**src/rtl/srrip_pkg.sv**
```systemverilog
// Shared types and constants for the SRRIP way replacement block
package srrip_pkg;

	localparam int SET_IDX_W = 11;
	localparam int WAY_IDX_W = 4;

	typedef enum logic [1:0] {
		ST_CLEAR,
		ST_IDLE,
		ST_REDUCE,
		ST_MODIFY
	} srrip_state_t;

	typedef enum logic {
		CMD_FIND   = 1'b0,
		CMD_UPDATE = 1'b1
	} srrip_cmd_t;

	typedef struct packed {
		srrip_cmd_t             cmd;
		logic [WAY_IDX_W-1:0]   way;
		logic                   hit;
	} srrip_req_t;

endpackage

```
**src/rtl/srrip_idx.sv**
```systemverilog
// Two-stage reduction of the request set index modulo the set count
module srrip_idx #(
	parameter int NUM_SETS = 2048,
	localparam int SetW = (NUM_SETS > 1) ? $clog2(NUM_SETS) : 1
) (
	input  logic                           clk,
	input  logic                           load,
	input  logic [srrip_pkg::SET_IDX_W-1:0] set_index,
	output logic [SetW-1:0]                set_idx
);
	import srrip_pkg::*;

	localparam int LoSplit = 6;

	logic [SET_IDX_W-1:0] part;
	logic [SET_IDX_W-1:0] rem_s1;
	logic [SET_IDX_W-1:0] full;

	always_comb begin
		part = set_index;
		for (int k = SET_IDX_W - 1; k >= LoSplit; k--) begin
			if (32'(part) >= (32'(NUM_SETS) << k)) begin
				part = part - SET_IDX_W'(32'(NUM_SETS) << k);
			end
		end
	end

	always_ff @(posedge clk) begin
		if (load) begin
			rem_s1 <= part;
		end
	end

	always_comb begin
		full = rem_s1;
		for (int k = LoSplit - 1; k >= 0; k--) begin
			if (32'(full) >= (32'(NUM_SETS) << k)) begin
				full = full - SET_IDX_W'(32'(NUM_SETS) << k);
			end
		end
	end

	assign set_idx = SetW'(full);

endmodule

```
**config.mk**
```make
export PLATFORM = sky130hd
export DESIGN_NAME = srrip_idx
export DESIGN_NICKNAME = d
export VERILOG_FILES = /design/src/rtl/srrip_pkg.sv /design/src/rtl/srrip_idx.sv
export SDC_FILE = /design/constraint.sdc
export NUM_CORES = 1
export LEC_CHECK = 0
export BUFFER_PORTS_ARGS = -buffer_cell sky130_fd_sc_hd__buf_2
export CORE_AREA = 4 4 41 43
export CTS_CLUSTER_DIAMETER = 100
export DETAILED_ROUTE_END_ITERATION = 7
export DIE_AREA = 0 0 45 47
export PLACE_DENSITY_LB_ADDON = 0.2
export SYNTH_ARGS = -nofsm -noshare
export SYNTH_HDL_FRONTEND = slang
export SYNTH_SLANG_ARGS = --single-unit
```
**constraint.sdc**
```tcl
create_clock -name clk -period 0.8 [get_ports clk]
set_input_delay 0.12 -clock clk [delete_from_list [all_inputs] [get_ports clk]]
set_output_delay 0.12 -clock clk [all_outputs]
set_load 0.005 [all_outputs]
```
Word level (Yosys, flattened, before mapping)
Index checks and enable logic that the tools add are counted.
Word-level totals
  input port bits: 13
  word-level logic and storage cells: 1
  register bits: 11
  output and inout port bits: 11

Logic depth before layout (Yosys ltp)
  word-level depth: 0
  depth in mapped cells: 0
  gate-level depth less buffers: 0

Least setup slack after synthesis
OpenSTA, ideal clock, no wires.
  path kind: register to output
  from: reg rem_s1[0] (netlist: set_idx[0])
  to: out set_idx[0]
  data arrival time: 0.355 ns
  setup slack: 0.325 ns
  cell stages (with the launch flop): 1
  buffers on the path: 0
  data required time: 0.680 ns
  path through: edfxtp_1
RTL lines
  start, declared: line srrip_idx.sv:16  | logic [SET_IDX_W-1:0] rem_s1;
  start signal, assigned: line srrip_idx.sv:30  | rem_s1 <= part;
  end, declared: line srrip_idx.sv:9  | output logic [SetW-1:0] set_idx
No word-level cell between the ends.

Worst setup path in the final report
  from: reg rem_s1[2] (netlist: set_idx[2])
  to: out set_idx[2]
No word-level cell between the ends.

==> metrics.yaml <==
ys_warn_count: 0
first_global_vias: 227
multi_input_area_um2: 0
cts_hold_buf: 0
synth_compound_area_share_pct: 0
synth-xor-area-share_pct: 0
track_usage_pct: 6.75
register_area_um2: 330
grt_setup_unrepaired: "true"
antenna_found_initial: 0
hold_slack_ns: 0.0325
path_cells: "buf_2"
hold_path.class: "in -> reg"
fmax_ghz: 1.14
drc: 0
wire_per_inst_um: 12.0
grt_pass1_wl_um: 959
crit_required_ns: 0.68
antenna_cells: 0
cts_setup_buffers: 0
start_util_pct: 25.4
drive_gt1_share_pct: 68.4
fp.dieArea_mm2: 0.00212
finalCritPeriodShare_pct: 110
crit_slowest_cell: "edfxtp_1"
synth_simple_gate_area_share_pct: 0
grt_max_degree: 12
postSynthAreaPerCell_um2: 30.0
syn2layout_area_growth_pct: 48.5
path_clk_slew_ns: 0.07
postRouteAntennaNets: 0
worst_slack_ns: -0.0797
cts_max_path_buffers: 2
peakVddDrop_uv: 706
multi_input_gates: 0
criticalPathCategory: "reg -> out"
synth.largest_area_cell: "edfxtp_1"
ys_ff_latch: 11
cts_tree: "built"
synth_edf_count: 11
p_total_mw: 1.13
htreeDepth: 1
grt_remaining_overflow: 0
totalWireLength_um: 636
synth_cell_types: 1
cp.arrival_ns: 0.76
slowest_delay_ns: 0.37
finalNetCount: 52
synth_fa_ha_area_share_pct: 0
clkSinkCount: 11
drt_iter0_markers: 3
yosys-top-cells-area: "edfxtp_1"
path_buf_inv: 1
vias_per_cell: 3.79
fp.dieW_um: 45
gp_congestion: 0.550
postCtsResizedCells: 0
slew_violations: 0
cts_made_buffers: 3
worst_pin_slew_ns: 0.235
yosysTopAreaCellShare_pct: 100
fin_crit_ns: 0.880
die_h_um: 47
critPathCaptureType: "output pin"
synth_commonest_cells: "edfxtp_1"
syn_nets: 24
crit_fanout: 1
core_area_mm2: 0.00130
synth_mux_area_share_pct: 0
violations: "setup timing"
max_cap_viol_count: 0
leakagePower_nw: 0.213
relSlewSlack_pct: 84.3
yosysMostFrequentCell: "edfxtp_1"
port_buffers: 23
synthFlopType: "edfxtp_1"
dr.pass1.iters: 2
place_worst_setup_slack_ns: 0.122
cp-start-kind: "register"
largest_register_ffs: 11
cts-root-buf: "clkbuf_4"
cp_top_family: "flip-flops"
fin_area_um2: 490
timing_hold_violations_final: 0
synthArstFlopShare_pct: 0
syn-instance-count: 11
pwr_density_cell_mw_per_mm2: 2310
vias: 201
ioPinCount: 24
fillCellCount: 140
place_area_um2: 464
syn_area_um2: 330
status: "finished, violations left"
rows: 13
synth-seq-area-share_pct: 100
setup_viol_count_final: 11
-- stage by stage --
| stage | setup TNS (ns) | utilization [%] | cells |
|---|---|---|---|
| floorplan | 0 | - | 11 |
| global placement | 0 | 35.7 | 49 |
| detailed placement | 0 | 35.7 | 49 |
| CTS | -0.829 | 37.7 | 53 |
| global route | -1.23 | 37.7 | 53 |
| finish | -0.692 | 37.7 | 53 |
-- routing by layer --
layer	routed length, um	vias up	GRT usage (%)
li1	-	97	-
met1	237	92	6.94
met2	329	12	10.7
met3	69	0	4.21
met4	0	0	3.51
met5	0	-	0
-- path summary, 6_finish.rpt --
path,from,end,cells after the start
worst max-delay path,set_idx[2]$_DFFE_PP_,set_idx[2],1
worst min-delay path,set_index[2],set_idx[2]$_DFFE_PP_,1
-- cells in the final DEF, fill, tap and decap left out --
cell      netlist  routed
buf_2           0      23
edfxtp_1       11      11
clkbuf_1        0       1
clkbuf_4        0       3
-- cell type report --
class / instances / share of cell area [%]
flip-flops and latches: 11 / 67.3
repair buffers: 23 / 23.5
well taps: 15 / 3.83
clock buffers: 4 / 5.36
-- cell families (layout without fill, tap and decap cells) --
| logic type | count (synthesis) | in the layout |
|---|---|---|
| flip-flops | 11 | 11 |
| buffers and inverters | 0 | 27 |
-- power breakdown --
| part | internal [mW] | total, mW | switching [mW] |
|---|---|---|---|
| Combinational | 0.0477 | 0.0858 | 0.0381 |
| Sequential | 0.684 | 0.693 | 0.00902 |
| Clock | 0.192 | 0.356 | 0.164 |
| Total | 0.924 | 1.13 | 0.211 |
Power figures use the tool's default switching activity.
