--- src/rtl/srrip_pkg.sv ---
// Shared types and constants for the SRRIP way replacement block
package srrip_pkg;

	localparam int SET_IDX_W = 11;
	localparam int WAY_IDX_W = 4;

	typedef enum logic [1:0] {
		ST_CLEAR,
		ST_IDLE,
		ST_REDUCE,
		ST_MODIFY
	} srrip_state_t;

	typedef enum logic {
		CMD_FIND   = 1'b0,
		CMD_UPDATE = 1'b1
	} srrip_cmd_t;

	typedef struct packed {
		srrip_cmd_t             cmd;
		logic [WAY_IDX_W-1:0]   way;
		logic                   hit;
	} srrip_req_t;

endpackage

--- src/rtl/srrip_age.sv ---
// Set word modify: aging with victim pick, or hit/fill update of one way
module srrip_age #(
	parameter int NUM_WAYS = 16,
	parameter int MAX_PREDICTION = 3,
	localparam int PredW = $clog2(MAX_PREDICTION + 1),
	localparam int WayW = $clog2(NUM_WAYS),
	localparam int WordW = NUM_WAYS * PredW
) (
	input  srrip_pkg::srrip_req_t req,
	input  logic [WordW-1:0]      rd_word,
	output logic [WordW-1:0]      wr_word,
	output logic [WayW-1:0]       victim
);
	import srrip_pkg::*;

	logic [MAX_PREDICTION:0] present;
	logic [PredW-1:0]        top;
	logic [PredW-1:0]        lift;
	logic [NUM_WAYS-1:0]     match;
	logic [NUM_WAYS-1:0]     first;

	always_comb begin
		present = '0;
		for (int w = 0; w < NUM_WAYS; w++) begin
			for (int v = 0; v <= MAX_PREDICTION; v++) begin
				if (rd_word[w*PredW +: PredW] == PredW'(v)) begin
					present[v] = 1'b1;
				end
			end
		end
		top = '0;
		for (int v = 0; v <= MAX_PREDICTION; v++) begin
			if (present[v]) begin
				top = PredW'(v);
			end
		end
	end

	assign lift = PredW'(MAX_PREDICTION) - top;

	always_comb begin
		for (int w = 0; w < NUM_WAYS; w++) begin
			match[w] = (rd_word[w*PredW +: PredW] == top);
		end
	end

	assign first = match & (~match + NUM_WAYS'(1));

	always_comb begin
		victim = '0;
		for (int w = 0; w < NUM_WAYS; w++) begin
			if (first[w]) begin
				victim = victim | WayW'(w);
			end
		end
	end

	always_comb begin
		wr_word = rd_word;
		if (req.cmd == CMD_FIND) begin
			for (int w = 0; w < NUM_WAYS; w++) begin
				wr_word[w*PredW +: PredW] = rd_word[w*PredW +: PredW] + lift;
			end
		end else if (32'(req.way) < 32'(NUM_WAYS)) begin
			wr_word[WayW'(req.way)*PredW +: PredW] =
				req.hit ? '0 : PredW'(MAX_PREDICTION - 1);
		end
	end

endmodule

--- config.mk ---
export PLATFORM = sky130hd
export DESIGN_NAME = srrip_age
export DESIGN_NICKNAME = d
export VERILOG_FILES = /design/src/rtl/srrip_pkg.sv /design/src/rtl/srrip_age.sv
export SDC_FILE = /design/constraint.sdc
export NUM_CORES = 1
export LEC_CHECK = 0
export BUFFER_PORTS_ARGS = -buffer_cell sky130_fd_sc_hd__buf_2
export CORE_ASPECT_RATIO = 0.7
export CORE_MARGIN = 5
export CORE_UTILIZATION = 45
export DETAILED_ROUTE_END_ITERATION = 10
export PLACE_DENSITY = 0.79
export RECOVER_POWER = 100
export SLEW_MARGIN = 20
export SYNTH_ARGS = -nofsm -noshare
export SYNTH_HDL_FRONTEND = slang
export SYNTH_SLANG_ARGS = --single-unit
export TNS_END_PERCENT = 1
--- constraint.sdc ---
create_clock -name vclk -period 13.4
set_input_delay 3.35 -clock vclk [all_inputs]
set_output_delay 3.35 -clock vclk [all_outputs]
set_load 0.05 [all_outputs]
== After elaboration in Yosys (flattened, before gate mapping) ==
Cells that the tools add are included.

* Bits in latches: 0
* Flip-flop bits (word level): 0
* Input bits: 38
* Bits in writable memories: 0
* Word-level logic and storage cells: 156
* Bits in read-only memories: 0
* Memories: 0

* Shift-type cells: 2
* Equality and inequality tests: 64
* Reduce and logical (&&, ||, !) cells: 0
* $add $sub $neg: 19
* Magnitude comparators: 0
* Div/mod/pow operators: 0
* Bitwise logic cells: 2
* Multipliers: 0
* Mux-type cells: 69

{| class="wikitable"
|+ Operator list
! kind !! count
|-
| 2-bit equality test, second input constant || 32
|-
| 1-bit 2-to-1 mux || 50
|-
| 5-bit negator with 34-bit output || 1
|-
| 2-bit by 34-bit variable shift with 32-bit output, first input constant || 1
|-
| 2-bit by 34-bit variable part select with 32-bit output || 1
|-
| 2-bit adder || 16
|-
| 32-bit bitwise mux || 1
|-
| 2-bit by 1-bit equality test with 1-bit output, second input constant || 16
|-
| 2-bit equality test || 16
|-
| 32-bit 2-to-1 mux || 1
|-
| 4-bit 2-to-1 mux || 8
|-
| 16-bit by 1-bit adder with 16-bit output, second input constant || 1
|-
| 16-bit bitwise AND || 1
|-
| 16-bit inverter || 1
|-
| 3-bit 2-to-1 mux || 4
|-
| 2-bit 2-to-1 mux || 5
|-
| 2-bit subtractor, first input constant || 1
|}

== Depth between registers and ports, before layout ==
* Depth after elaboration: 39
* Gate-level depth with buffers: 11
* Gate-level depth less buffers: 11

== Least setup slack after synthesis ==
OpenSTA, ideal clock, no wires.

* Path kind: input port to output port
* From: input port rd_word[7]
* To: output port victim[1]
* Stages: 9
* Slack: 3274 ps
* Buffers on the path: 0
* Data arrival time: 6776 ps
* Cell sequence: a22o_1 -> a221oi_1 -> and4_1 -> a21boi_0 -> ha_1 -> o21a_1 -> a211oi_1 -> o211ai_1 -> a31oi_1

* Longest elaborated chain between the ends: 35

{| class="wikitable"
|+ Ends and longest elaborated chain
! what !! RTL line !! RTL
|-
| from (decl) || srrip_age.sv:10 || <nowiki>input logic [WordW-1:0] rd_word,</nowiki>
|-
| 2-bit by 1-bit equality test with 1-bit output || srrip_age.sv:26 || <nowiki>if (rd_word[w*PredW +: PredW] == PredW'(v)) begin</nowiki>
|-
| 1-bit 2-to-1 mux (13 in a row) || srrip_age.sv:26 ||
|-
| 1-bit 2-to-1 mux || srrip_age.sv:33 || <nowiki>if (present[v]) begin</nowiki>
|-
| 2-bit 2-to-1 mux (2 in a row) || srrip_age.sv:33 ||
|-
| 2-bit equality test || srrip_age.sv:43 || <nowiki>match[w] = (rd_word[w*PredW +: PredW] == top);</nowiki>
|-
| 16-bit inverter || srrip_age.sv:47 || <nowiki>assign first = match & (~match + NUM_WAYS'(1));</nowiki>
|-
| 16-bit by 1-bit adder with 16-bit output || srrip_age.sv:47 ||
|-
| 16-bit bitwise AND (*) || srrip_age.sv:47 ||
|-
| 2-bit 2-to-1 mux (2 in a row) || srrip_age.sv:52 || <nowiki>if (first[w]) begin</nowiki>
|-
| 3-bit 2-to-1 mux (4 in a row) || srrip_age.sv:52 ||
|-
| 4-bit 2-to-1 mux (7 in a row) || srrip_age.sv:52 ||
|-
| 4-bit 2-to-1 mux (*) || srrip_age.sv:52 ||
|-
| to (decl) || srrip_age.sv:12 || <nowiki>output logic [WayW-1:0] victim</nowiki>
|}

Mark *: on every way between the ends. The rest lies on a longest branch, timed or not.

== Worst setup path after layout ==
* From: input port rd_word[1]
* To: output port victim[0]

* Longest elaborated chain between the ends: 39

{| class="wikitable"
|+ Ends and longest elaborated chain
! what !! RTL line
|-
| 2-bit by 1-bit equality test with 1-bit output || srrip_age.sv:26
|-
| 1-bit 2-to-1 mux (16 in a row) || srrip_age.sv:26
|-
| 1-bit 2-to-1 mux || srrip_age.sv:33
|-
| 2-bit 2-to-1 mux (2 in a row) || srrip_age.sv:33
|-
| 2-bit equality test || srrip_age.sv:43
|-
| 16-bit inverter || srrip_age.sv:47
|-
| 16-bit by 1-bit adder with 16-bit output || srrip_age.sv:47
|-
| 16-bit bitwise AND (*) || srrip_age.sv:47
|-
| 1-bit 2-to-1 mux || srrip_age.sv:52
|-
| 2-bit 2-to-1 mux (2 in a row) || srrip_age.sv:52
|-
| 3-bit 2-to-1 mux (4 in a row) || srrip_age.sv:52
|-
| 4-bit 2-to-1 mux (7 in a row) || srrip_age.sv:52
|-
| 4-bit 2-to-1 mux (*) || srrip_age.sv:52
|}

Marks and branches as above.

==> run_results.csv <==
group,metric,value,unit
status,outcome,"finished clean",
worst_hold_path,hp-class,"in2out",
pwr,total_power,0.101,mW
clocking,postCtsSetupRepairBufs,0,
sta,clock.fmax,95.5,MHz
placed_design,dp.final_hpwl,5970,um
global_route,grt_max_degree,84,
clocking,cts-hold-fix-buffers,0,
floorplanning,die_area,5860,sq um
finish,final_cell_mix,"buf_2 (41), nand2_1 (40), o21ai_0 (40)",
sta,relSlewSlack,0.407,
setup_path,startpoint_type,"primary input",
route,routed_via_density,6.26,
finish,synthToLayoutAreaGrowth,16.8,%
route,drc,0,
setup_path,slowest_stage,"a21boi_0",
global_route,track_usage,0.244,
route,firstDrtPassIters,7,
route,drtIter0Drc,248,
placed_design,io_buffers,74,
route,avgRoutedWirePerCell,16.8,um
global_route,grt_pass1_wl,11600,um
sta,period_share,0.781,
setup_path,cp.required,10.05,ns
finish,layout.cells.non_filler,434,
sta,finalSetupViolCount,0,
floorplanning,die-height,65.6,um
finish,n_clock_buffer,0,
sta,finalMaxSlewViolations,0,
setup_path,cpPeakStageDelay,0.60,ns
finish,seqCellArea,0,sq um
placed_design,place.gp.congestion,0.965,
floorplanning,initial_core_util,0.461,
sta,totalNegativeSetupSlack,0,ns
sta,hold_slack,7.19,ns
finish,fin_area,2320,sq um
clocking,cts_resized,0,
floorplanning,io_pins,74,
global_route,grt-ovfl-total,0,
sta,rsz0062_at_grt,"false",
finish,final_common_cell,"buf_2",
floorplanning,rows,20,
sta,setup_slack,2.93,ns
setup_path,crit_arrival,7.12,ns
finish,n_sequential_cell,0,
logic_synthesis,avgSynthCellArea,6.24,sq um
flow_run,max_cap_violations,0,
route,postRouteAntennaNets,0,
logic_synthesis,synthTopCellsByArea,"ha_1 (13%), o21ai_0 (10%), mux2i_1 (8.1%)",
placed_design,placed_cell_area,2360,sq um
global_route,grt_pass1_vias,2353,
logic_synthesis,synth_area,1980,sq um
setup_path,cp-end-kind,"primary output",
logic_synthesis,yosys_warnings,0,
sta,period_minus_slack,10.47,ns
placed_design,pre_cts_slack,3.68,ns
sta,tightest_slew,0.883,ns
logic_synthesis,postSynthCellCount,318,
pwr,power.leakage,1.05,nW
logic_synthesis,yosysTopAreaCellShare,0.132,
setup_path,cpMostUsedCell,"clkbuf_1",
setup_path,critPathKind,"in2out",
pwr,p_per_area,43.4,nW/um^2
finish,antennaDiodeCount,0,
route,wl,7290,um
logic_synthesis,syn_nets,377,
finish,drive_gt1_frac,0.140,
logic_synthesis,synth_largest_area_cell,"ha_1",
placed_design,dp.cells,434,
logic_synthesis,ys_types,49,
pwr,peakVddDrop,26.0,uV
setup_path,crit_chain,"buf_2 -> a22o_1 -> a221oi_1 -> and4_1 -> a21boi_0 -> clkbuf_1 -> ha_1 -> o21ai_0 -> nand4_1 -> or3_4 -> o211ai_2 -> clkbuf_1",
logic_synthesis,ys_seq_area_frac,0,
floorplanning,die_w,89.4,um
global_route,antenna_found_initial,0,
finish,fin_nets,440,
setup_path,path_max_fanout,11,
finish,post-route-util,0.538,
sta,hold_viol_final,0,
floorplanning,coreArea,4300,sq um
route,vias,2716,
==> routing by layer <==
metal  routed length (um)  vias to the layer above  global-route usage
met5                    0                        -                   0
li1                     -                     1307                   -
met2                 3120                      160               0.366
met1                 3350                     1243               0.376
met3                  781                        6              0.0238
met4                   39                        0              0.0372
==> area by class of cell <==
cell class | count | area (sq um)
Fill cell | 462 | 1990
Multi-Input combinational cell | 266 | 1770
Timing Repair Buffer | 77 | 348
Inverter | 36 | 135
Tap cell | 55 | 68.8
==> power by group <==
group	total (mW)	switching, mW	leakage (nW)	internal, mW
sequential	0	0	0	0
clock	0	0	0	0
combinational	0.101	0.0739	1.05	0.0268
total	0.101	0.0739	1.05	0.0268
==> worst max-delay path, delay by kind of cell <==
kind	cells	cell delay, ns
buffers and inverters	3	1.16
AND/OR/NAND/NOR	3	0.87
AO/OA/AOI/OAI	5	1.37
adder cells (fa/ha/maj)	1	0.36
==> path summary, 6_finish.rpt <==
| kind | to | start | slack (ns) | cells after the start |
|---|---|---|---|---|
| setup / recovery | victim[0] | rd_word[1] | 2.93 | 12 |
| hold / removal | wr_word[26] | rd_word[26] | 7.19 | 4 |
==> kinds of logic (layout without fill, tap and decap cells) <==
| group | after synthesis | in the layout | share of synthesized area |
|---|---|---|---|
| AO/OA/AOI/OAI | 112 | 112 | 0.386 |
| AND/OR/NAND/NOR | 117 | 117 | 0.291 |
| buffers and inverters | 52 | 113 | 0.110 |
| multiplexers | 16 | 16 | 0.0807 |
| adder cells (fa/ha/maj) | 21 | 21 | 0.132 |
==> Yosys cell counts (2+ instances only) <==
master / number
and2_1: 4
inv_1: 36
clkbuf_1: 7
nand4_1: 4
o221ai_1: 10
a221oi_1: 8
o22ai_1: 6
a32oi_1: 6
nor2b_1: 3
a22o_1: 4
nor3_1: 6
mux2i_1: 16
o21ai_1: 8
o21ai_0: 40
nor2_1: 22
nand2_1: 40
nand2b_1: 8
or2_2: 2
o211ai_1: 3
buf_6: 2
buf_2: 3
o21a_1: 5
ha_1: 21
buf_1: 2
a21oi_1: 6
nand3_1: 16
a21boi_0: 2
o2111ai_1: 3
or2b_1: 5
(Power assumes the default switching activity.)
